==> src/rtl/core/lpba_pkg.sv <==
// Shared types, constants and defaults for the lepton pair binned accumulator.
`default_nettype none

package lpba_pkg;

    // Field widths fixed by the item formats.
    localparam int ETA_W     = 9;
    localparam int PT_W      = 12;
    localparam int MASS_W    = 16;
    localparam int WEIGHT_W  = 32;
    localparam int ACC_W     = 40;
    localparam int ENTRY_W   = 9;
    localparam int ADDR_W    = 8;
    localparam int STATUS_W  = 3;
    localparam int CFG_IDX_W = 3;
    localparam int CFG_DATA_W = 64;

    // Packed edge registers.
    localparam int ETA_EDGE_COUNT = 5;
    localparam int PT_EDGE_COUNT  = 5;
    localparam int ETA_EDGES_W    = ETA_W * ETA_EDGE_COUNT;
    localparam int PT_EDGES_W     = PT_W * PT_EDGE_COUNT;

    // Bin numbers and the linear table index, sized for the largest binning.
    localparam int BIN_W = 3;
    localparam int LIN_W = 10;

    localparam int TABLE_DEPTH = 256;

    // Default configuration.
    localparam int ETA_BINS_DEFAULT    = 4;
    localparam int PT_BINS_DEFAULT     = 4;
    localparam int QUEUE_DEPTH_DEFAULT = 2;

    // Only the five packed eta edges are kept; the upper bits of the register
    // are never looked at.
    localparam logic [ETA_EDGES_W-1:0] ETA_EDGES_RESET =
        ETA_EDGES_W'(55'd11685720961436800);
    localparam logic [PT_EDGES_W-1:0]  PT_EDGES_RESET  = 60'd731305891926343700;
    localparam logic [MASS_W-1:0]      MASS_LOW_RESET  = 16'd1136;
    localparam logic [MASS_W-1:0]      MASS_HIGH_RESET = 16'd1776;
    localparam logic [MASS_W-1:0]      PEAK_LOW_RESET  = 16'd1296;
    localparam logic [MASS_W-1:0]      PEAK_HIGH_RESET = 16'd1616;

    // Weight of 1.0 in Q16.16.
    localparam logic signed [WEIGHT_W-1:0] WEIGHT_ONE = 32'sh0001_0000;

    typedef enum logic [CFG_IDX_W-1:0] {
        CFG_ETA_EDGES    = 3'd0,
        CFG_PT_EDGES     = 3'd1,
        CFG_MASS_LOW     = 3'd2,
        CFG_MASS_HIGH    = 3'd3,
        CFG_PEAK_LOW     = 3'd4,
        CFG_PEAK_HIGH    = 3'd5,
        CFG_SUBTRACT_BKG = 3'd6,
        CFG_IS_DATA      = 3'd7
    } cfg_reg_t;

    typedef enum logic [STATUS_W-1:0] {
        ST_FILLED     = 3'd0,
        ST_NOT_TIGHT  = 3'd1,
        ST_MASS_OUT   = 3'd2,
        ST_NO_BIN     = 3'd3,
        ST_NO_CHARGE  = 3'd4,
        ST_READ       = 3'd5
    } status_t;

    typedef enum logic [1:0] {
        BK_CLEAR = 2'd0,
        BK_IDLE  = 2'd1,
        BK_EXEC  = 2'd2
    } back_state_t;

    // One classified request on its way from the front to the back.
    typedef struct packed {
        status_t                     status;
        logic [ENTRY_W-1:0]          entry_index;
        logic signed [WEIGHT_W-1:0]  weight;
    } lpba_op_t;

endpackage

`default_nettype wire

==> src/rtl/core/lpba_queue.sv <==
// Small first-in first-out queue of classified requests between front and back.
`default_nettype none

module lpba_queue
    import lpba_pkg::*;
#(
    parameter int DEPTH = QUEUE_DEPTH_DEFAULT
)
(
    input  wire logic       clk,
    input  wire logic       rst_n,
    input  wire logic       push_valid,
    output logic            push_ready,
    input  wire lpba_op_t   push_op,
    output logic            pop_valid,
    input  wire logic       pop_ready,
    output lpba_op_t        pop_op
);

    localparam int PTR_W = $clog2(DEPTH);
    localparam int CNT_W = $clog2(DEPTH + 1);

    lpba_op_t          slot_reg [DEPTH];
    logic [PTR_W-1:0]  wr_ptr_reg, wr_ptr_next;
    logic [PTR_W-1:0]  rd_ptr_reg, rd_ptr_next;
    logic [CNT_W-1:0]  count_reg, count_next;
    logic              push, pop;

    assign push_ready = (count_reg != CNT_W'(DEPTH));
    assign pop_valid  = (count_reg != '0);
    assign push       = push_valid && push_ready;
    assign pop        = pop_valid && pop_ready;
    assign pop_op     = slot_reg[rd_ptr_reg];

    always_comb
    begin
        wr_ptr_next = wr_ptr_reg;
        rd_ptr_next = rd_ptr_reg;
        count_next  = count_reg;
        if (push)
        begin
            wr_ptr_next = (wr_ptr_reg == PTR_W'(DEPTH - 1)) ? '0 : wr_ptr_reg + 1'b1;
        end
        if (pop)
        begin
            rd_ptr_next = (rd_ptr_reg == PTR_W'(DEPTH - 1)) ? '0 : rd_ptr_reg + 1'b1;
        end
        if (push && !pop)
        begin
            count_next = count_reg + 1'b1;
        end
        else if (pop && !push)
        begin
            count_next = count_reg - 1'b1;
        end
    end

    always_ff @(posedge clk or negedge rst_n)
    begin
        if (!rst_n)
        begin
            wr_ptr_reg <= '0;
            rd_ptr_reg <= '0;
            count_reg  <= '0;
        end
        else
        begin
            wr_ptr_reg <= wr_ptr_next;
            rd_ptr_reg <= rd_ptr_next;
            count_reg  <= count_next;
        end
    end

    always_ff @(posedge clk)
    begin
        if (push)
        begin
            slot_reg[wr_ptr_reg] <= push_op;
        end
    end

endmodule

`default_nettype wire

==> config.mk <==
export PLATFORM = sky130hd
export DESIGN_NAME = lpba_queue
export DESIGN_NICKNAME = d
export VERILOG_FILES = /design/src/rtl/core/lpba_pkg.sv /design/src/rtl/core/lpba_queue.sv
export SDC_FILE = /design/constraint.sdc
export NUM_CORES = 1
export LEC_CHECK = 0
export BUFFER_PORTS_ARGS = -buffer_cell sky130_fd_sc_hd__buf_2
export CAP_MARGIN = 20
export CORE_MARGIN = 2
export CORE_UTILIZATION = 45
export DETAILED_ROUTE_END_ITERATION = 6
export GPL_ROUTABILITY_DRIVEN = 0
export PLACE_DENSITY = 0.68
export SLEW_MARGIN = 15
export SYNTH_ARGS = -nofsm -noshare
export SYNTH_HDL_FRONTEND = slang
export SYNTH_SLANG_ARGS = --single-unit
==> constraint.sdc <==
create_clock -name clk -period 4.45 [get_ports clk]
set_clock_uncertainty 0.2 [all_clocks]
set_input_delay 0.89 -clock clk [delete_from_list [all_inputs] [get_ports clk]]
set_output_delay 0.89 -clock clk [all_outputs]
set_load 0.02 [all_outputs]
Word-level counts from Yosys, hierarchy flattened
Memories as Yosys holds them, arrays and structs flattened.
Index checks and enable logic that the tools add are counted.
{ "totals": {"mem_bits_rw": 88, "mem_count": 1, "inputBits": 48, "elab_cells": 23, "register_bits": 4, "latchBits": 0, "rom_bits": 0, "output_inout_bits": 46} }
{ "mem_list": {"columns": ["memory", "words", "word_bits", "read_ports", "rd_ports_with_merged_regs", "write_ports", "line_no", "source"], "rows": [
  ["slot_reg", 2, 44, 1, 0, 1, "lpba_queue.sv:23", "lpba_op_t slot_reg [DEPTH];"]
]} }
{ "op_classes": {"shift": 0, "n_mux": 6, "bitwise": 0, "n_div": 0, "n_eq_ne": 1, "add_sub_neg": 4, "magnitude_cmp": 0, "mul": 0, "reduce_logical": 8} }
{ "op_table": {"columns": ["cell", "count"], "rows": [
  ["$logic_and A1 B1 Y1", 4],
  ["$mux W1", 4],
  ["$mux W2", 2],
  ["$reduce_bool A2 Y1", 2],
  ["$add A1 B1 Y1 const B", 2],
  ["$add A2 B1 Y2 const B", 1],
  ["$logic_not A1 Y1", 2],
  ["$ne A2 B2 Y1 const B", 1],
  ["$sub A2 B1 Y2 const B", 1]
]} }

Logic depth before layout (Yosys ltp)
Gate-level depths: netlist of run 1.
{ "depth": {"depth_word": 6, "mapped_depth": 7, "mapped_depth_nobuf": 7} }

Worst setup path after synthesis of run 1
Ideal clock, no wire load.
{ "synth_path": {"path_kind": "in2reg", "start": "input port push_valid", "end": "memory slot_reg[0][0] (netlist bit) (enable)", "slack_ns": 0.967, "t_arrival_ns": 2.837, "setup_ns": 0.446, "n_path_buf": 0, "required_ns": 3.804, "path_stages": 2, "cell_sequence": "nand2_1 > nor2_1"} }
{ "synth_via": {"elab_chain_cells": 3} }
{ "synth_rtl": {"columns": ["element", "line_no", "source"], "rows": [
  ["start: declaration", "lpba_queue.sv:12", "input wire logic push_valid,"],
  ["$logic_and A1 B1 Y1", "lpba_queue.sv:31", "assign push = push_valid && push_ready;"],
  ["$mux W1", "lpba_queue.sv:76", "if (push)"],
  ["$mux W1 (implied by the code)", "lpba_queue.sv:78", "slot_reg[wr_ptr_reg] <= push_op;"],
  ["end: declaration", "lpba_queue.sv:23", null]
]} }
No other way between the ends.

==> results.py, run 1 <==
metrics = {
    "run_status": {
        "status": "completed",
    },
    "synth": {
        "syn-cell-area_sq_mm": 0.003570,
        "yosysTopAreaCell": "edfxtp_1",
        "synth.avg_cell_area_sq_um": 23.03,
        "synth_top_cell_area_share_pct": 74.03,
        "yosysWarnings": 0,
        "yosysSeqAreaShare_pct": 76.83,
        "synth_nets": 204,
        "ys_ff_latch": 92,
        "synth.distinct_cells": 15,
        "synthCells": 155,
        "ys_top_cells_by_area": "edfxtp_1 (74%), mux2_4 (16%), dfrtp_1 (2.8%)",
    },
    "worst_setup_path": {
        "crit_fanout": 23,
        "worstPathCellList": "buf_4 -> mux2_2 -> buf_2",
        "slowest_delay_ns": 0.81,
        "arrival_ns": 2.03,
        "cp_num_buf_inv": 2,
        "cp_data_required_time_ns": 3.36,
        "cp_slowest_cell": "dfrtp_2",
        "crit_family": "flip-flops",
        "worst_setup_path_end_kind": "output port",
        "crit_type": "reg2out",
        "startpoint_type": "register",
    },
    "global_route": {
        "grt_pass1_wl_mm": 8.273,
        "grt_pass1_vias": 1702,
        "grt_max_degree": 45,
        "grt_remaining_overflow": 0,
        "track_usage_pct": 12.93,
        "antenna_found_initial": 0,
    },
    "timing": {
        "fin_tns_setup_ns": 0,
        "worst_pin_slew_ns": 0.7480,
        "layout_setup_ws_ns": 1.334,
        "clock.fmax_mhz": 321.0,
        "report.final.slew_viol_count": 0,
        "maxSlewHeadroom_pct": 50.01,
        "rsz0062_at_grt": "false",
        "setup_viol": 0,
        "timing.hold.ws_ns": 0.1343,
        "min_period_over_period_pct": 70.01,
        "period_minus_slack_ns": 3.116,
        "finalHoldViolCount": 0,
    },
    "layout": {
        "layout_commonest_cell": "buf_2",
        "diodes": 0,
        "drive_gt1_share_pct": 59.70,
        "fin_util_pct": 56.04,
        "area_delta_synth_final_pct": 20.68,
        "multi_input_area_sq_um": 740.7,
        "register_area_sq_mm": 0.002744,
        "final_cell_mix": "buf_2 (93), edfxtp_1 (88), mux2_4 (39)",
        "largest_reg_flops": 88,
        "fill_cells": 627,
        "layout.nets": 307,
    },
    "pwr": {
        "leakage_nw": 1.735,
        "vdd_drop_max_mv": 0.3538,
        "power_density_mw_per_mm2": 662.1,
        "power.total_mw": 2.852,
    },
    "floorplan": {
        "core_area_sq_mm": 0.007687,
        "die_w_um": 93.07,
        "dieArea_sq_mm": 0.008661,
        "start_util_pct": 46.44,
        "core.rowCount": 32,
        "ios": 94,
        "fp.dieH_um": 93.07,
    },
    "routing": {
        "drc_errors": 0,
        "drtIter0Drc": 56,
        "wl_per_cell_um": 14.82,
        "drtPass1Iterations": 4,
        "detail-route-antenna-nets": 0,
        "drt-total-wl_mm": 5.409,
        "via_per_inst": 4.625,
        "dr_total_vias": 1688,
    },
    "clock_tree": {
        "cts_tree": "yes",
        "clk_latency_ns": 0.35,
        "ctsHtreeMaxLevel": 3,
        "cts_buffer_depth": 2,
        "cts_hold_buf": 0,
        "numCtsBuffers": 9,
        "cts_root_buf": "clkbuf_8",
        "cts_setup_buffers": 0,
        "cts.clk_slew.worst_paths_ns": 0.08,
        "clock-sinks": 92,
        "cts_resized": 0,
    },
    "placement": {
        "io_buffers": 93,
        "place_ws_ns": 1.659,
        "dp_hpwl_mm": 3.623,
    },
    "job": {
        "cap_violations": 0,
    },
    "hold_path": {
        "worstHoldPathType": "in2async",
    },
}
==> stage by stage <==
step / cell area, sq um / instances
after detailed placement: 4104 / 348
after global placement: 4104 / 348
final: 4308 / 365
after global routing: 4308 / 365
after floorplan: 3570 / 155
after CTS: 4288 / 364
==> per-layer routing <==
layer  part of all wire [%]  vias up  GRT usage (%)
met5                      0        -              0
met4                    1.5        0          5.147
met3                    7.5       10          4.996
met2                     46       64          20.17
met1                     45      805          16.37
li1                       -      809              -
==> synthesized netlist by cell type (all sizes together) <==
master / n
nand2b: 1
dfrtp: 4
nor2: 2
mux2: 44
edfxtp: 88
and3: 1
or2: 1
buf: 5
xor2: 2
xnor2: 3
inv: 1
nand2: 2
ha: 1
==> path summary, 6_finish.rpt <==
| check | from | endpoint | slack [ns] | cells after the start |
|---|---|---|---|---|
| max | rd_ptr_reg | pop_op[24] | 1.33 | 3 |
| max reg2reg | count_reg[0] | slot_reg[0][27] | 2.18 | 4 |
| max in group asynchronous | rst_n | rd_ptr_reg | 3.77 | 1 |
| min reg2reg | count_reg[1] | count_reg[1] | 0.29 | 1 |
| min in group clk | count_reg[1] | count_reg[1] | 0.29 | 1 |
| min | rst_n | count_reg[0] | 0.13 | 1 |
==> layout make-up <==
class | instances | area share (%)
Clock buffer | 11 | 3.050
Tap cell | 102 | 2.963
Inverter | 1 | 0.08713
Clock inverter | 5 | 1.220
Timing Repair Buffer | 97 | 11.79
Multi-Input combinational cell | 57 | 17.19
Sequential cell | 92 | 63.69
==> power breakdown <==
group,switching [mW],internal (mW)
logic,0.556,0.487
clock network,0.261,0.257
registers,0.106,1.18
==> logic make-up (layout without fill, tap and decap cells) <==
kind of cell,Yosys count,in the layout,synth area share (%)
fa+ha+maj,1,1,0.3505
mux,44,44,17.98
xor+xnor,5,5,1.227
flops,92,92,76.83
buf+inv,6,114,2.664
simple gates,7,7,0.9469
Note: power is estimated with default switching activity, not from simulation.
==> inputs of run 2 (changes only) <==
- PLACE_DENSITY: 0.68 -> 0.71
- clock period: 4.45 -> 2.69 ns (I/O delays scaled with it)
==> run 2 against run 1 <==
Register-to-register slack worse by 1.2 ns. Non-clock buffer count up 3. Count of clock-buffer cells in the layout is 2 lower. Die area is the same. Sequential share of layout area is 0.29 points lower. Flip-flop and latch count stayed put. Worst hold slack gained 0.042 ns. Clock power grew 69%. First-iteration DRC count rose by 8.9%. Critical path type unchanged.
==> results.py, run 2 (same netlist as run 1, synthesis figures left out) <==
metrics = {
    "pwr": {
        "leakage_nw": 1.746,
        "power.total_mw": 4.748,
        "power_density_mw_per_mm2": 1097,
        "vdd_drop_max_mv": 0.5563,
    },
    "worst_setup_path": {
        "cp_slowest_cell": "buf_4",
        "slowest_delay_ns": 0.38,
        "worst_setup_path_end_kind": "output port",
        "crit_family": "buffers and inverters",
        "cp_num_buf_inv": 2,
        "worstPathCellList": "buf_4 -> mux2_2 -> buf_2",
        "cp_data_required_time_ns": 1.95,
        "arrival_ns": 1.63,
        "startpoint_type": "register",
        "crit_type": "reg2out",
        "crit_fanout": 24,
    },
    "floorplan": {
        "ios": 94,
        "core.rowCount": 32,
        "start_util_pct": 46.44,
        "die_w_um": 93.07,
        "dieArea_sq_mm": 0.008661,
        "fp.dieH_um": 93.07,
        "core_area_sq_mm": 0.007687,
    },
    "routing": {
        "drt-total-wl_mm": 5.619,
        "dr_total_vias": 1708,
        "highest_layer": "met4",
        "met1_length_mm": 2.409,
        "detail-route-antenna-nets": 0,
        "drtIter0Drc": 61,
        "drc_errors": 0,
        "routed-wl-met3_um": 411,
        "dr_wl_met2_mm": 2.728,
        "drtPass1Iterations": 4,
        "wl_per_cell_um": 15.27,
        "via_per_inst": 4.641,
    },
    "timing": {
        "finalHoldViolCount": 0,
        "clock.fmax_mhz": 421.7,
        "fin_tns_setup_ns": 0,
        "report.final.slew_viol_count": 0,
        "worst_pin_slew_ns": 0.4271,
        "min_period_over_period_pct": 88.16,
        "setup_viol": 0,
        "maxSlewHeadroom_pct": 71.53,
        "period_minus_slack_ns": 2.371,
        "layout_setup_ws_ns": 0.3185,
        "rsz0062_at_grt": "false",
    },
    "global_route": {
        "antenna_found_initial": 0,
        "grt_pass1_wl_mm": 8.694,
        "grt_pass1_vias": 1811,
        "grt_remaining_overflow": 0,
        "track_usage_pct": 13.46,
        "grt_max_degree": 25,
    },
    "clock_tree": {
        "cts.clk_slew.worst_paths_ns": 0.09,
        "cts_root_buf": "clkbuf_8",
        "ctsHtreeMaxLevel": 3,
        "clk_latency_ns": 0.34,
        "clock-sinks": 92,
        "cts_tree": "yes",
        "numCtsBuffers": 9,
        "cts_buffer_depth": 2,
    },
    "layout": {
        "instances_no_fill": 368,
        "multi_input_area_sq_um": 740.7,
        "layout_commonest_cell": "buf_2",
        "diodes": 0,
        "final_cell_mix": "buf_2 (93), edfxtp_1 (88), mux2_4 (39)",
        "drive_gt1_share_pct": 60.15,
        "fill_cells": 634,
        "register_area_sq_mm": 0.002744,
        "area_delta_synth_final_pct": 21.24,
        "layout.nets": 310,
        "largest_reg_flops": 88,
    },
    "job": {
        "cap_violations": 0,
    },
    "hold_path": {
        "worstHoldPathType": "in2reg",
    },
    "placement": {
        "dp_hpwl_mm": 3.848,
        "dp_cells": 351,
        "io_buffers": 93,
        "place_ws_ns": 0.6731,
    },
    "run_status": {
        "status": "completed",
    },
}
[run 2: layout make-up]
class                           instances  area share [%]
Tap cell                              102           2.949
Multi-Input combinational cell         57           17.11
Timing Repair Buffer                  100           12.03
Clock buffer                            9           2.862
Inverter                                1         0.08673
Clock inverter                          7           1.561
Sequential cell                        92           63.40
[run 2: repair_timing]
item / 4_1_cts / 5_1_grt
hold buffers: 1 / 0
buffers inserted: 0 / 0
endpoints found under the hold margin: 4 / 0
resized for setup: 0 / 0
[run 2: final timing paths]
kind / end / slack, ns / from / depth (start not counted)
setup / recovery: pop_op[28] / 0.32 / rd_ptr_reg / 3
hold / removal: slot_reg[0][12] / 0.18 / push_op[12] / 1
setup reg to reg: count_reg[1] / 0.96 / count_reg[0] / 7
hold reg to reg: count_reg[1] / 0.29 / count_reg[1] / 1
max in group asynchronous: rd_ptr_reg / 1.82 / rst_n / 2
min in group asynchronous: rd_ptr_reg / 0.33 / rst_n / 2
[run 2: power by group]
part	switching, mW	internal (mW)	total (mW)
registers	0.0940	1.96	2.05
logic	1.01	0.805	1.81
clock network	0.455	0.425	0.879
[run 2: layer usage]
layer,up-vias,global-route usage (%)
li1,813,-
met2,66,21.80
met4,0,5.147
met3,8,5.077
met5,-,0
met1,821,16.46
[run 2: through the flow]
step / hold WS, ns / area, sq um / utilization (%)
6_report: 0.1762 / 4328 / 56.30
5_1_grt: 0.1548 / 4328 / 56.30
4_1_cts: 0.1571 / 4328 / 56.30
3_5_place_dp: 0.1583 / 4126 / 53.68
3_3_place_gp: 0.1545 / 4126 / 53.68
2_1_floorplan: 0.04241 / 3572 / -
